File: src/hw/rtl/wct_pkg.sv
package wct_pkg;

  localparam int TEX_SIZE = 64;
  localparam int TEX_LOG2 = $clog2(TEX_SIZE);

  localparam int TEXEL_W    = 6;
  localparam int ROW_W      = 12;
  localparam int SCREEN_W   = 13;
  localparam int COLOR_W    = 24;
  localparam int FIX_W      = 32;
  localparam int LH_W       = 16;
  localparam int CFG_IDX_W  = 2;
  localparam int CFG_DATA_W = 24;

  // The dividend TEX_SIZE << 16 has its single set bit at position 16 + TEX_LOG2.
  localparam int DIV_W = 17 + TEX_LOG2;

  localparam logic ACT_LOAD = 1'b0;
  localparam logic ACT_ROW  = 1'b1;

  localparam logic [1:0] KIND_CEILING = 2'd0;
  localparam logic [1:0] KIND_WALL    = 2'd1;
  localparam logic [1:0] KIND_FLOOR   = 2'd2;

  localparam logic [CFG_IDX_W-1:0] CFG_SCREEN_HEIGHT = 2'd0;
  localparam logic [CFG_IDX_W-1:0] CFG_CEILING_COLOR = 2'd1;
  localparam logic [CFG_IDX_W-1:0] CFG_FLOOR_COLOR   = 2'd2;

endpackage

File: src/hw/rtl/wct_if.sv
interface wct_in_if;
  logic        valid;
  logic        ready;
  logic        action;
  logic        hit_side;
  logic        step_x_positive;
  logic        step_y_positive;
  logic [31:0] wall_distance;
  logic signed [31:0] ray_dir_x;
  logic signed [31:0] ray_dir_y;
  logic [31:0] player_x;
  logic [31:0] player_y;
  logic [15:0] line_height;
  logic [11:0] wall_top;
  logic [11:0] wall_bottom;

  modport source(output valid, action, hit_side, step_x_positive, step_y_positive,
                 wall_distance, ray_dir_x, ray_dir_y, player_x, player_y,
                 line_height, wall_top, wall_bottom, input ready);
  modport sink(input valid, action, hit_side, step_x_positive, step_y_positive,
               wall_distance, ray_dir_x, ray_dir_y, player_x, player_y,
               line_height, wall_top, wall_bottom, output ready);
endinterface

interface wct_out_if;
  logic        valid;
  logic        ready;
  logic [11:0] row;
  logic [1:0]  pixel_kind;
  logic [23:0] flat_color;
  logic [1:0]  texture_index;
  logic [5:0]  texel_x;
  logic [5:0]  texel_y;

  modport source(output valid, row, pixel_kind, flat_color, texture_index, texel_x,
                 texel_y, input ready);
  modport sink(input valid, row, pixel_kind, flat_color, texture_index, texel_x,
               texel_y, output ready);
endinterface

interface wct_cfg_if;
  logic        valid;
  logic        ready;
  logic [1:0]  index;
  logic [23:0] data;

  modport source(output valid, index, data, input ready);
  modport sink(input valid, index, data, output ready);
endinterface

File: src/hw/rtl/wct_divider.sv
module wct_divider (
  input  logic                        clk,
  input  logic                        rst_n,
  input  logic                        start,
  input  logic [wct_pkg::LH_W-1:0]    divisor,
  output logic                        done,
  output logic [wct_pkg::DIV_W-1:0]   quotient
);

  localparam int CNT_W = $clog2(wct_pkg::DIV_W);
  localparam int REM_W = wct_pkg::LH_W + 1;
  localparam logic [CNT_W-1:0] CNT_TOP = CNT_W'(wct_pkg::DIV_W - 1);

  logic                      busy_r, busy_nxt;
  logic                      done_r, done_nxt;
  logic [CNT_W-1:0]          cnt_r, cnt_nxt;
  logic [wct_pkg::LH_W-1:0]  rem_r, rem_nxt;
  logic [wct_pkg::DIV_W-1:0] q_r, q_nxt;
  logic [REM_W-1:0]          rem_sh;
  logic [REM_W-1:0]          rem_sub;
  logic                      fits;

  // Restoring division of TEX_SIZE << 16, one quotient bit per cycle, MSB first.
  // The dividend has only its top bit set, so the incoming bit is a compare on the count.
  assign rem_sh  = {rem_r, (cnt_r == CNT_TOP)};
  assign rem_sub = rem_sh - {1'b0, divisor};
  assign fits    = (rem_sh >= {1'b0, divisor});

  always_comb begin
    busy_nxt = busy_r;
    done_nxt = 1'b0;
    cnt_nxt  = cnt_r;
    rem_nxt  = rem_r;
    q_nxt    = q_r;
    if (start) begin
      busy_nxt = 1'b1;
      cnt_nxt  = CNT_TOP;
      rem_nxt  = '0;
      q_nxt    = '0;
    end else if (busy_r) begin
      rem_nxt = fits ? rem_sub[wct_pkg::LH_W-1:0] : rem_sh[wct_pkg::LH_W-1:0];
      q_nxt   = {q_r[wct_pkg::DIV_W-2:0], fits};
      cnt_nxt = cnt_r - 1'b1;
      if (cnt_r == '0) begin
        busy_nxt = 1'b0;
        done_nxt = 1'b1;
      end
    end
  end

  always_ff @(posedge clk) begin
    if (!rst_n) begin
      busy_r <= 1'b0;
      done_r <= 1'b0;
      cnt_r  <= '0;
    end else begin
      busy_r <= busy_nxt;
      done_r <= done_nxt;
      cnt_r  <= cnt_nxt;
    end
    rem_r <= rem_nxt;
    q_r   <= q_nxt;
  end

  assign done     = done_r;
  assign quotient = q_r;

endmodule

File: src/hw/rtl/wall_column_texture_stepper.sv
// Textured wall column stepper for a raycaster.
// Input channel in_chan carries one item per transaction. An item with action
// set to load latches a new screen column and gives no result; the block then
// computes the texel column with the shared 32-bit multiplier, divides the
// texture size by the line height in an iterative divider and scales the start
// position with the same multiplier. A load keeps in_chan.ready low through
// states S_MULX, S_DIV and S_MULP, waiting in S_DIV for the one-bit-per-cycle divider.
// A row item gives one result on out_chan, the ceiling colour, a wall texel
// address or the floor colour for the next row of the column; row items past
// screen_height give no result. Results appear in the cycle after acceptance,
// from an output register.
// When out_chan stalls, the register holds its result and in_chan.ready drops
// until the result is taken. cfg_chan is always ready and writes screen_height,
// ceiling_color and floor_color; write it only while the block is idle.
// A synchronous reset (rst_n low) clears the column state, so rows before the
// first load are all floor, and sets screen_height to 480.
module wall_column_texture_stepper (
  input  logic       clk,
  input  logic       rst_n,
  wct_in_if.sink     in_chan,
  wct_out_if.source  out_chan,
  wct_cfg_if.sink    cfg_chan
);

  localparam logic [1:0] S_IDLE = 2'd0;
  localparam logic [1:0] S_MULX = 2'd1;
  localparam logic [1:0] S_DIV  = 2'd2;
  localparam logic [1:0] S_MULP = 2'd3;

  localparam int TL = wct_pkg::TEX_LOG2;

  logic [1:0] state_r, state_nxt;

  logic [wct_pkg::SCREEN_W-1:0] screen_height_r;
  logic [wct_pkg::COLOR_W-1:0]  ceiling_color_r;
  logic [wct_pkg::COLOR_W-1:0]  floor_color_r;

  logic [wct_pkg::SCREEN_W-1:0] row_counter_r;
  logic [wct_pkg::FIX_W-1:0]    texture_position_r;
  logic [wct_pkg::FIX_W-1:0]    texture_step_r;
  logic [wct_pkg::TEXEL_W-1:0]  column_texel_x_r;
  logic [1:0]                   chosen_texture_r;
  logic [wct_pkg::ROW_W-1:0]    slice_top_r;
  logic [wct_pkg::ROW_W-1:0]    slice_bottom_r;

  logic [wct_pkg::FIX_W-1:0]    dist_r;
  logic [wct_pkg::FIX_W-1:0]    dir_r;
  logic [15:0]                  pos_frac_r;
  logic [wct_pkg::LH_W-1:0]     lh_r;

  logic                         out_valid_r;
  logic [wct_pkg::ROW_W-1:0]    out_row_r;
  logic [1:0]                   out_kind_r;
  logic [wct_pkg::COLOR_W-1:0]  out_color_r;
  logic [1:0]                   out_tex_r;
  logic [wct_pkg::TEXEL_W-1:0]  out_tx_r;
  logic [wct_pkg::TEXEL_W-1:0]  out_ty_r;

  logic                         in_fire;
  logic                         load_fire;
  logic                         row_fire;
  logic                         row_live;
  logic                         div_done;
  logic [wct_pkg::DIV_W-1:0]    div_q;

  logic [wct_pkg::FIX_W-1:0]    mul_a;
  logic [wct_pkg::FIX_W-1:0]    mul_b;
  logic [wct_pkg::FIX_W-1:0]    mul_p;
  logic [15:0]                  hit_frac;
  logic [TL-1:0]                tex_col;
  logic signed [17:0]           base;

  assign in_chan.ready  = (state_r == S_IDLE) && (!out_valid_r || out_chan.ready);
  assign in_fire        = in_chan.valid && in_chan.ready;
  assign load_fire      = in_fire && (in_chan.action == wct_pkg::ACT_LOAD);
  assign row_fire       = in_fire && (in_chan.action == wct_pkg::ACT_ROW);
  assign row_live       = row_counter_r < screen_height_r;
  assign cfg_chan.ready = 1'b1;

  // Texture start row offset: top - screen/2 + height/2, at most 18 bits signed.
  assign base = $signed({6'b0, slice_top_r})
              - $signed({6'b0, screen_height_r[wct_pkg::SCREEN_W-1:1]})
              + $signed({3'b0, lh_r[wct_pkg::LH_W-1:1]});

  // The one multiplier serves both the hit point and the start position; only the
  // low 32 bits of each product matter, which are the same signed or unsigned.
  always_comb begin
    if (state_r == S_MULP) begin
      mul_a = {{14{base[17]}}, base};
      mul_b = texture_step_r;
    end else begin
      mul_a = dist_r;
      mul_b = dir_r;
    end
  end
  assign mul_p    = mul_a * mul_b;
  assign hit_frac = pos_frac_r + mul_p[31:16];
  assign tex_col  = hit_frac[15 -: TL];

  wct_divider u_div (
    .clk      (clk),
    .rst_n    (rst_n),
    .start    (load_fire),
    .divisor  (lh_r),
    .done     (div_done),
    .quotient (div_q)
  );

  always_comb begin
    state_nxt = state_r;
    unique case (state_r)
      S_IDLE:  if (load_fire) state_nxt = S_MULX;
      S_MULX:  state_nxt = S_DIV;
      S_DIV:   if (div_done) state_nxt = S_MULP;
      S_MULP:  state_nxt = S_IDLE;
      default: state_nxt = S_IDLE;
    endcase
  end

  always_ff @(posedge clk) begin
    if (!rst_n) begin
      state_r            <= S_IDLE;
      screen_height_r    <= wct_pkg::SCREEN_W'(480);
      ceiling_color_r    <= '0;
      floor_color_r      <= '0;
      row_counter_r      <= '0;
      texture_position_r <= '0;
      texture_step_r     <= '0;
      column_texel_x_r   <= '0;
      chosen_texture_r   <= '0;
      slice_top_r        <= '0;
      slice_bottom_r     <= '0;
      out_valid_r        <= 1'b0;
    end else begin
      state_r <= state_nxt;

      if (cfg_chan.valid) begin
        unique case (cfg_chan.index)
          wct_pkg::CFG_SCREEN_HEIGHT:
            screen_height_r <= cfg_chan.data[wct_pkg::SCREEN_W-1:0];
          wct_pkg::CFG_CEILING_COLOR: ceiling_color_r <= cfg_chan.data;
          wct_pkg::CFG_FLOOR_COLOR:   floor_color_r   <= cfg_chan.data;
          default: ;
        endcase
      end

      if (load_fire) begin
        chosen_texture_r <= in_chan.hit_side ? (in_chan.step_y_positive ? 2'd2 : 2'd1)
                                             : (in_chan.step_x_positive ? 2'd3 : 2'd0);
        slice_top_r      <= in_chan.wall_top;
        slice_bottom_r   <= in_chan.wall_bottom;
        row_counter_r    <= '0;
      end

      if (state_r == S_MULX) begin
        // Mirrored column: TEX_SIZE - 1 - tx is the complement of tx.
        column_texel_x_r <= wct_pkg::TEXEL_W'(~tex_col);
      end
      if ((state_r == S_DIV) && div_done) begin
        texture_step_r <= wct_pkg::FIX_W'(div_q);
      end
      if (state_r == S_MULP) begin
        texture_position_r <= mul_p;
      end

      if (row_fire && row_live) begin
        row_counter_r <= row_counter_r + 1'b1;
        if (({1'b0, slice_top_r} <= row_counter_r)
            && (row_counter_r < {1'b0, slice_bottom_r})) begin
          texture_position_r <= texture_position_r + texture_step_r;
        end
      end

      if (row_fire && row_live) begin
        out_valid_r <= 1'b1;
      end else if (out_chan.ready) begin
        out_valid_r <= 1'b0;
      end
    end

    if (load_fire) begin
      dist_r     <= in_chan.wall_distance;
      dir_r      <= in_chan.hit_side ? in_chan.ray_dir_x : in_chan.ray_dir_y;
      pos_frac_r <= in_chan.hit_side ? in_chan.player_x[15:0] : in_chan.player_y[15:0];
      lh_r       <= (in_chan.line_height == '0) ? wct_pkg::LH_W'(1) : in_chan.line_height;
    end

    if (row_fire && row_live) begin
      out_row_r <= row_counter_r[wct_pkg::ROW_W-1:0];
      if (row_counter_r < {1'b0, slice_top_r}) begin
        out_kind_r  <= wct_pkg::KIND_CEILING;
        out_color_r <= ceiling_color_r;
        out_tex_r   <= '0;
        out_tx_r    <= '0;
        out_ty_r    <= '0;
      end else if (row_counter_r < {1'b0, slice_bottom_r}) begin
        out_kind_r  <= wct_pkg::KIND_WALL;
        out_color_r <= '0;
        out_tex_r   <= chosen_texture_r;
        out_tx_r    <= column_texel_x_r;
        out_ty_r    <= wct_pkg::TEXEL_W'(texture_position_r[16 +: TL]);
      end else begin
        out_kind_r  <= wct_pkg::KIND_FLOOR;
        out_color_r <= floor_color_r;
        out_tex_r   <= '0;
        out_tx_r    <= '0;
        out_ty_r    <= '0;
      end
    end
  end

  assign out_chan.valid         = out_valid_r;
  assign out_chan.row           = out_row_r;
  assign out_chan.pixel_kind    = out_kind_r;
  assign out_chan.flat_color    = out_color_r;
  assign out_chan.texture_index = out_tex_r;
  assign out_chan.texel_x       = out_tx_r;
  assign out_chan.texel_y       = out_ty_r;

endmodule

File: src/flat_wrapper.sv
// flat-port wrapper written by rule: the top's interface ports become plain ports
module wall_column_texture_stepper_flat 
  (clk, rst_n, in_chan_valid, in_chan_action, in_chan_hit_side, in_chan_step_x_positive, in_chan_step_y_positive, in_chan_wall_distance, in_chan_ray_dir_x, in_chan_ray_dir_y, in_chan_player_x, in_chan_player_y, in_chan_line_height, in_chan_wall_top, in_chan_wall_bottom, in_chan_ready, out_chan_valid, out_chan_row, out_chan_pixel_kind, out_chan_flat_color, out_chan_texture_index, out_chan_texel_x, out_chan_texel_y, out_chan_ready, cfg_chan_valid, cfg_chan_index, cfg_chan_data, cfg_chan_ready);
  wct_in_if in_chan_i ();
  wct_out_if out_chan_i ();
  wct_cfg_if cfg_chan_i ();
  input  logic clk;
  input  logic rst_n;
  input wire logic [$bits(in_chan_i.valid)-1:0] in_chan_valid;
  input wire logic [$bits(in_chan_i.action)-1:0] in_chan_action;
  input wire logic [$bits(in_chan_i.hit_side)-1:0] in_chan_hit_side;
  input wire logic [$bits(in_chan_i.step_x_positive)-1:0] in_chan_step_x_positive;
  input wire logic [$bits(in_chan_i.step_y_positive)-1:0] in_chan_step_y_positive;
  input wire logic [$bits(in_chan_i.wall_distance)-1:0] in_chan_wall_distance;
  input wire logic [$bits(in_chan_i.ray_dir_x)-1:0] in_chan_ray_dir_x;
  input wire logic [$bits(in_chan_i.ray_dir_y)-1:0] in_chan_ray_dir_y;
  input wire logic [$bits(in_chan_i.player_x)-1:0] in_chan_player_x;
  input wire logic [$bits(in_chan_i.player_y)-1:0] in_chan_player_y;
  input wire logic [$bits(in_chan_i.line_height)-1:0] in_chan_line_height;
  input wire logic [$bits(in_chan_i.wall_top)-1:0] in_chan_wall_top;
  input wire logic [$bits(in_chan_i.wall_bottom)-1:0] in_chan_wall_bottom;
  output wire logic [$bits(in_chan_i.ready)-1:0] in_chan_ready;
  output wire logic [$bits(out_chan_i.valid)-1:0] out_chan_valid;
  output wire logic [$bits(out_chan_i.row)-1:0] out_chan_row;
  output wire logic [$bits(out_chan_i.pixel_kind)-1:0] out_chan_pixel_kind;
  output wire logic [$bits(out_chan_i.flat_color)-1:0] out_chan_flat_color;
  output wire logic [$bits(out_chan_i.texture_index)-1:0] out_chan_texture_index;
  output wire logic [$bits(out_chan_i.texel_x)-1:0] out_chan_texel_x;
  output wire logic [$bits(out_chan_i.texel_y)-1:0] out_chan_texel_y;
  input wire logic [$bits(out_chan_i.ready)-1:0] out_chan_ready;
  input wire logic [$bits(cfg_chan_i.valid)-1:0] cfg_chan_valid;
  input wire logic [$bits(cfg_chan_i.index)-1:0] cfg_chan_index;
  input wire logic [$bits(cfg_chan_i.data)-1:0] cfg_chan_data;
  output wire logic [$bits(cfg_chan_i.ready)-1:0] cfg_chan_ready;
  assign in_chan_i.valid = in_chan_valid;
  assign in_chan_i.action = in_chan_action;
  assign in_chan_i.hit_side = in_chan_hit_side;
  assign in_chan_i.step_x_positive = in_chan_step_x_positive;
  assign in_chan_i.step_y_positive = in_chan_step_y_positive;
  assign in_chan_i.wall_distance = in_chan_wall_distance;
  assign in_chan_i.ray_dir_x = in_chan_ray_dir_x;
  assign in_chan_i.ray_dir_y = in_chan_ray_dir_y;
  assign in_chan_i.player_x = in_chan_player_x;
  assign in_chan_i.player_y = in_chan_player_y;
  assign in_chan_i.line_height = in_chan_line_height;
  assign in_chan_i.wall_top = in_chan_wall_top;
  assign in_chan_i.wall_bottom = in_chan_wall_bottom;
  assign in_chan_ready = in_chan_i.ready;
  assign out_chan_valid = out_chan_i.valid;
  assign out_chan_row = out_chan_i.row;
  assign out_chan_pixel_kind = out_chan_i.pixel_kind;
  assign out_chan_flat_color = out_chan_i.flat_color;
  assign out_chan_texture_index = out_chan_i.texture_index;
  assign out_chan_texel_x = out_chan_i.texel_x;
  assign out_chan_texel_y = out_chan_i.texel_y;
  assign out_chan_i.ready = out_chan_ready;
  assign cfg_chan_i.valid = cfg_chan_valid;
  assign cfg_chan_i.index = cfg_chan_index;
  assign cfg_chan_i.data = cfg_chan_data;
  assign cfg_chan_ready = cfg_chan_i.ready;
  wall_column_texture_stepper u_core (.clk(clk), .rst_n(rst_n), .in_chan(in_chan_i), .out_chan(out_chan_i), .cfg_chan(cfg_chan_i));
endmodule
File: config.mk
export PLATFORM = sky130hd
export DESIGN_NAME = wall_column_texture_stepper_flat
export DESIGN_NICKNAME = d
export VERILOG_FILES = /design/src/hw/rtl/wct_pkg.sv /design/src/hw/rtl/wct_if.sv /design/src/hw/rtl/wct_divider.sv /design/src/hw/rtl/wall_column_texture_stepper.sv /design/src/flat_wrapper.sv
export SDC_FILE = /design/constraint.sdc
export NUM_CORES = 2
export LEC_CHECK = 0
export BUFFER_PORTS_ARGS = -buffer_cell sky130_fd_sc_hd__buf_4
export CAP_MARGIN = 10
export CORE_UTILIZATION = 55
export CTS_CLUSTER_DIAMETER = 120
export CTS_CLUSTER_SIZE = 16
export DETAILED_ROUTE_END_ITERATION = 7
export PLACE_DENSITY = 0.73
export SLEW_MARGIN = 5
export SYNTH_ARGS = -nofsm -noshare
export SYNTH_HDL_FRONTEND = slang
export SYNTH_SLANG_ARGS = --single-unit
File: constraint.sdc
create_clock -name clk -period 16.4 [get_ports clk]
set_input_delay 0.82 -clock clk [delete_from_list [all_inputs] [get_ports clk]]
set_output_delay 0.82 -clock clk [all_outputs]
set_load 0.03 [all_outputs]
=== Word-level counts from Yosys, hierarchy flattened ===
Index checks and enable logic that the tools add are counted.

* Add/subtract/negate cells: 7
* Multipliers: 1
* Magnitude comparators: 5
* Equal/unequal tests: 8
* Mux-type cells: 27
* Bitwise logic cells: 5
* Reduce and logical (&&, ||, !) cells: 23

{| class="wikitable"
|+ Operators by type and width
! operator !! count
|-
| 32-bit 2-to-1 mux || 6
|-
| 24-bit 2-to-1 mux || 2
|-
| 32-bit by 23-bit adder with 32-bit output || 1
|-
| 32-bit by 32-bit multiplier with 32-bit output || 1
|-
| 16-bit 2-to-1 mux || 2
|-
| 13-bit by 12-bit < comparator with 1-bit output || 2
|-
| 13-bit 2-to-1 mux || 2
|-
| 18-bit by 16-bit adder with 18-bit output || 1
|-
| 17-bit by 16-bit >= comparator with 1-bit output || 1
|-
| 16-bit adder || 1
|-
| 16-bit logical NOT || 1
|-
| 16-bit subtractor || 1
|-
| 13-bit by 1-bit adder with 13-bit output, second input constant || 1
|-
| 12-bit by 13-bit <= comparator with 1-bit output || 1
|-
| 13-bit < comparator || 1
|-
| 12-bit by 12-bit subtractor with 13-bit output || 1
|-
| 2-bit 2-to-1 mux || 6
|-
| 5-bit 2-to-1 mux || 2
|-
| 2-bit one-hot mux with 4 select lines || 1
|-
| 2-bit AND reduction || 4
|-
| 1-bit logical AND || 7
|-
| 2-bit == test, second input constant || 3
|-
| 1-bit 2-to-1 mux || 6
|-
| 6-bit inverter || 1
|-
| 13 further kinds || 21
|}

* Flip-flop bits (word level): 358
* Input bits: 235
* Output and inout port bits: 55

=== Depth between registers and ports, before layout ===
* Depth after elaboration: 7
* Depth in mapped cells: 65
* Mapped depth without buffers: 64

=== Cells and area by module ===
A second synthesis with hierarchy kept.

* Cells, all modules: 3661
* Area, all modules: 33612.2 um2

{| class="wikitable"
|+ Modules (own cells, without submodules)
! module !! instances !! cells an instance !! area an instance (um2) !! seq. area each (um2)
|-
| wall_column_texture_stepper || 1 || 3340 || 30837.1 || 7527.2
|-
| wct_divider || 1 || 321 || 2775.2 || 920.9
|}

=== Least setup slack after synthesis ===
Ideal clock, no wire load.

* Kind: flip-flop to flip-flop
* Start point: register u_core.screen_height_r[2] (netlist bit)
* End point: register u_core.column_texel_x_r[4] (netlist bit)
* Setup time: 116 ps
* Arrival: 11585 ps
* Data required time: 16284 ps
* Path slack: 4699 ps
* Cell stages (with the launch flop): 63
* Cell sequence: dfxtp_1 inv_1 ha_1 nor2b_1 o21ai_0 nand2b_1 a21o_1 a21o_1 a21o_1 a21o_1 a21oi_1 nor2b_1 o21ai_0 nand2b_1 a21oi_1 xnor2_1 ha_1 inv_1 (+27 left out) a21oi_1 o41a_1 nor2b_1 o21a_1 o21a_1 o311ai_1 ha_1 and4_1 o21ai_0 nor2_1 a211oi_1 o31ai_1 a41oi_1 nand2b_1 a21oi_1 xnor2_1 nand2_1 o211a_1

* Word-level cells in the longest chain between the ends: 6

{| class="wikitable"
|+ RTL lines
! what !! RTL line !! RTL
|-
| start, declared || wall_column_texture_stepper.sv:34 || <nowiki>logic [wct_pkg::SCREEN_W-1:0] screen_height_r;</nowiki>
|-
| start signal, assigned || wall_column_texture_stepper.sv:123 || <nowiki>screen_height_r <= wct_pkg::SCREEN_W'(480);</nowiki>
|-
| start signal, assigned || wall_column_texture_stepper.sv:140 || <nowiki>screen_height_r <= cfg_chan.data[wct_pkg::SCREEN_W-1:0];</nowiki>
|-
| 12-bit by 12-bit subtractor with 13-bit output || wall_column_texture_stepper.sv:82 || <nowiki>- $signed({6'b0, screen_height_r[wct_pkg::SCREEN_W-1:1]})</nowiki>
|-
| 18-bit by 16-bit adder with 18-bit output || wall_column_texture_stepper.sv:83 || <nowiki>+ $signed({3'b0, lh_r[wct_pkg::LH_W-1:1]});</nowiki>
|-
| 32-bit 2-to-1 mux || wall_column_texture_stepper.sv:88 || <nowiki>if (state_r == S_MULP) begin</nowiki>
|-
| 32-bit by 32-bit multiplier with 32-bit output || wall_column_texture_stepper.sv:96 || <nowiki>assign mul_p = mul_a * mul_b;</nowiki>
|-
| 16-bit adder || wall_column_texture_stepper.sv:97 || <nowiki>assign hit_frac = pos_frac_r + mul_p[31:16];</nowiki>
|-
| 6-bit inverter || wall_column_texture_stepper.sv:157 || <nowiki>column_texel_x_r <= wct_pkg::TEXEL_W'(~tex_col);</nowiki>
|-
| end signal, assigned || wall_column_texture_stepper.sv:157 ||
|-
| end, declared || wall_column_texture_stepper.sv:41 || <nowiki>logic [wct_pkg::TEXEL_W-1:0] column_texel_x_r;</nowiki>
|}

No other way between the ends.
A chain may end at the register's enable or synchronous reset.

=== Worst setup path in the final report ===
Ends and elaborated chain as after synthesis.

==> metrics.txt <==
status=complete, no violations; Max Buffers Root-to-Sink=3; number of port buffers=256; RR Endpoint=u_core.column_texel_x_r[4]; fin crit period=13.61 ns; Routed WL=96700 µm; sequential cell area fraction in the yosys report=24.8%; fin crit share=83.0%; Yosys warnings=0; clock-pin slew on the worst setup and hold paths=0.08 ns; fmax=73.5 MHz; WS Path Type=flip-flop to flip-flop; Clock Sinks=348; required time worst endpoint=16.92 ns; post-synthesis simple-gate area fraction=15.0%; DR vias/cell=5.66; largest family of logic cells by synthesized area=adder cells; R2R Setup Slk=2.79 ns; CTS tree=yes; Layout Nets=4817; post-CTS setup buffer count=0; residual DRC count=0; Die Ht=251 µm; via count=26800; Core Region=60700 µm²; Die W=251 µm; layout cell share with drive strength beyond 1=11.6%; top-count cell post-synth=nand2_1; EDFF count, synth=148; RD Place Congestion=1.02; first-pass GRT wire length=153000 µm; Seq cells post-synth=348; Slew @ Worst Pin=1.34 ns; initial drt markers=2088; commonest cells in the netlist=nand2_1, inv_1, fa_1; endpoint class of the critical path=flip-flop; Post-Synthesis Cell Area=34000 µm²; I/O Pins=290; grt ovf=0; post-CTS resize count=0; Async SR Flop Fraction=0%; Crit Path Max Fanout=8; number of global-route vias before repair=27000; crit path from=u_core.screen_height_r[2]; Slew Limit Headroom=8.34%; Synth Net Count=4650; post-synth top area share=24.2%; DR WL/cell=20.5 µm; setup_tns=0 ns; row cnt=90; adder-cell share of the synthesized area=33.3%; predominant post-synthesis flop cell=dfxtp_1; cts bufs inserted=28; DPL Wire Length=75000 µm; GRT Overall Usage=31.6%; Startpoint Class=flip-flop; worst-path cell with the longest stage delay=a21oi_1; max-slew violations=0; Hold Path Class=primary input to flip-flop; Crit path largest cell delay=0.67 ns; worst flop-to-flop path startpoint=u_core.screen_height_r[2]; Arr. time, crit path=14.13 ns; pin count of the biggest net entering global routing=106; synth top area cells=fa_1, edfxtp_1, dfxtp_1; die area=62900 µm²; clk_lat worst skew=0.62 ns; Synth area leader=fa_1; Synth Area in Compound Gates=10.3%; post-synth cell types=84; CTS H-Tree Depth=1; Cells after Synth=3757; Post-Synth XOR/XNOR Area=3.44%; unrepaired setup endpoints after global routing=no; CP endpoint=u_core.column_texel_x_r[4]; drt first pass iters=6; Syn Area/Cell=9.06 µm²; MaxCap Viol Count=0; Starting Density=56.1%; Post-DRT Antenna Nets=0; final clock skew=0.0528 ns; final setup fails=0; hold buffers post-CTS=0; area added between synthesis and finish=10.4%; endpoints failing hold=0; mux share of post-synthesis cell area=4.71%; R2R cell count=59; initial antenna violation count=0; clk root buf=clkbuf_16
## area by class of cell
type | count | area, µm²
Fill cell | 5222 | 23100
Multi-Input combinational cell | 2651 | 22800
Sequential cell | 348 | 8450
Timing Repair Buffer | 301 | 2280
Inverter | 594 | 2230
Tap cell | 782 | 978
Clock buffer | 45 | 764
Clock inverter | 7 | 91.3
Antenna cell | 1 | 2.50
## how the worst min path moves through the flow
stage	startpoint	endpoint	slack (ns)	cells past startpoint
2_1_floorplan	u_core.chosen_texture_r[0]	u_core.chosen_texture_r[0]	0.44	2
3_3_place_gp	u_core.chosen_texture_r[0]	u_core.chosen_texture_r[0]	0.45	2
3_5_place_dp	u_core.chosen_texture_r[0]	u_core.chosen_texture_r[0]	0.45	2
4_1_cts	in_chan_wall_distance[25]	u_core.dist_r[25]	0.34	1
5_1_grt	in_chan_wall_distance[20]	u_core.dist_r[20]	0.35	1
6_report	in_chan_wall_distance[25]	u_core.dist_r[25]	0.37	1
## per-stage QoR
step / utilization [%] / cells / instance area, µm² / hold WS [ns] / setup WS, ns
finish: 61.9 / 4729 / 37600 / 0.367 / 2.79
global route: 61.9 / 4728 / 37600 / 0.350 / 1.85
CTS: 61.9 / 4727 / 37600 / 0.341 / 2.82
detailed placement: 60.5 / 4675 / 36700 / 0.455 / 2.89
global placement: 60.5 / 4675 / 36700 / 0.446 / 3.03
floorplan: - / 3757 / 34000 / 0.436 / 4.70
## flip-flops by register name, summed over array words and instances, names as in the netlist, 2 cells and up
name / count
u_core.chosen_texture_r: 2
u_core.screen_height_r: 13
u_core.u_div.rem_r: 16
u_core.column_texel_x_r: 6
u_core.pos_frac_r: 16
u_core.out_chan.texture_index: 2
u_core.row_counter_r: 13
u_core.slice_bottom_r: 12
u_core.dir_r: 32
u_core.floor_color_r: 24
u_core.out_chan.pixel_kind: 2
u_core.out_chan.flat_color: 24
u_core.out_chan.texel_x: 6
u_core.slice_top_r: 12
u_core.out_chan.texel_y: 6
u_core.ceiling_color_r: 24
u_core.texture_position_r: 22
u_core.lh_r: 16
u_core.texture_step_r: 23
u_core.dist_r: 32
u_core.u_div.cnt_r: 5
u_core.out_chan.row: 12
u_core.state_r: 2
u_core.u_div.quotient: 23
## per-layer routing
| layer | vias to the layer above | global-route usage (%) | part of all wire, % |
|---|---|---|---|
| li1 | 12300 | - | - |
| met1 | 12900 | 42.9 | 41 |
| met2 | 1245 | 47.5 | 43 |
| met3 | 248 | 8.31 | 11 |
| met4 | 0 | 14.3 | 5.3 |
| met5 | - | 0 | 0 |
## worst max-delay path, delay by kind of cell (launching register included)
kind | cells | cell delay (ns)
AO/OA/AOI/OAI | 25 | 5.68
XOR/XNOR | 3 | 0.50
adder cells (fa/ha/maj) | 12 | 5.15
buffers and inverters | 8 | 0.55
flip-flops | 1 | 0.39
AND/OR/NAND/NOR | 11 | 1.22
## placed cells by master (no fill, tap or decap), types with 21 or more instances in the layout
master     count
dfxtp_1      199
buf_4        300
edfxtp_1     148
fa_1         412
and2_1        32
xor2_1        31
a21o_1        48
clkbuf_16     28
nor2_1       301
ha_1         245
nor2b_1       35
inv_1        590
and3_1        44
o21ai_0       97
mux2i_1       67
xnor2_1       95
nand2b_1      21
mux2_2        80
a21oi_1       92
a21boi_0     124
nand2_1      653
nand3_1       23
## kinds of logic (layout without fill, tap and decap cells)
kind of cell / count (synthesis) / in the layout
AOI/OAI and AO/OA: 518 / 518
xor gates and xnor gates: 129 / 129
adders and majority gates: 658 / 658
buffers and inverters: 758 / 947
DFF: 348 / 348
muxes: 150 / 150
other: 1 / 2
and+or+nand+nor: 1195 / 1195
Power is not shown: default switching activity piles up to over one toggle a cycle in this logic, so the estimate is an artifact.
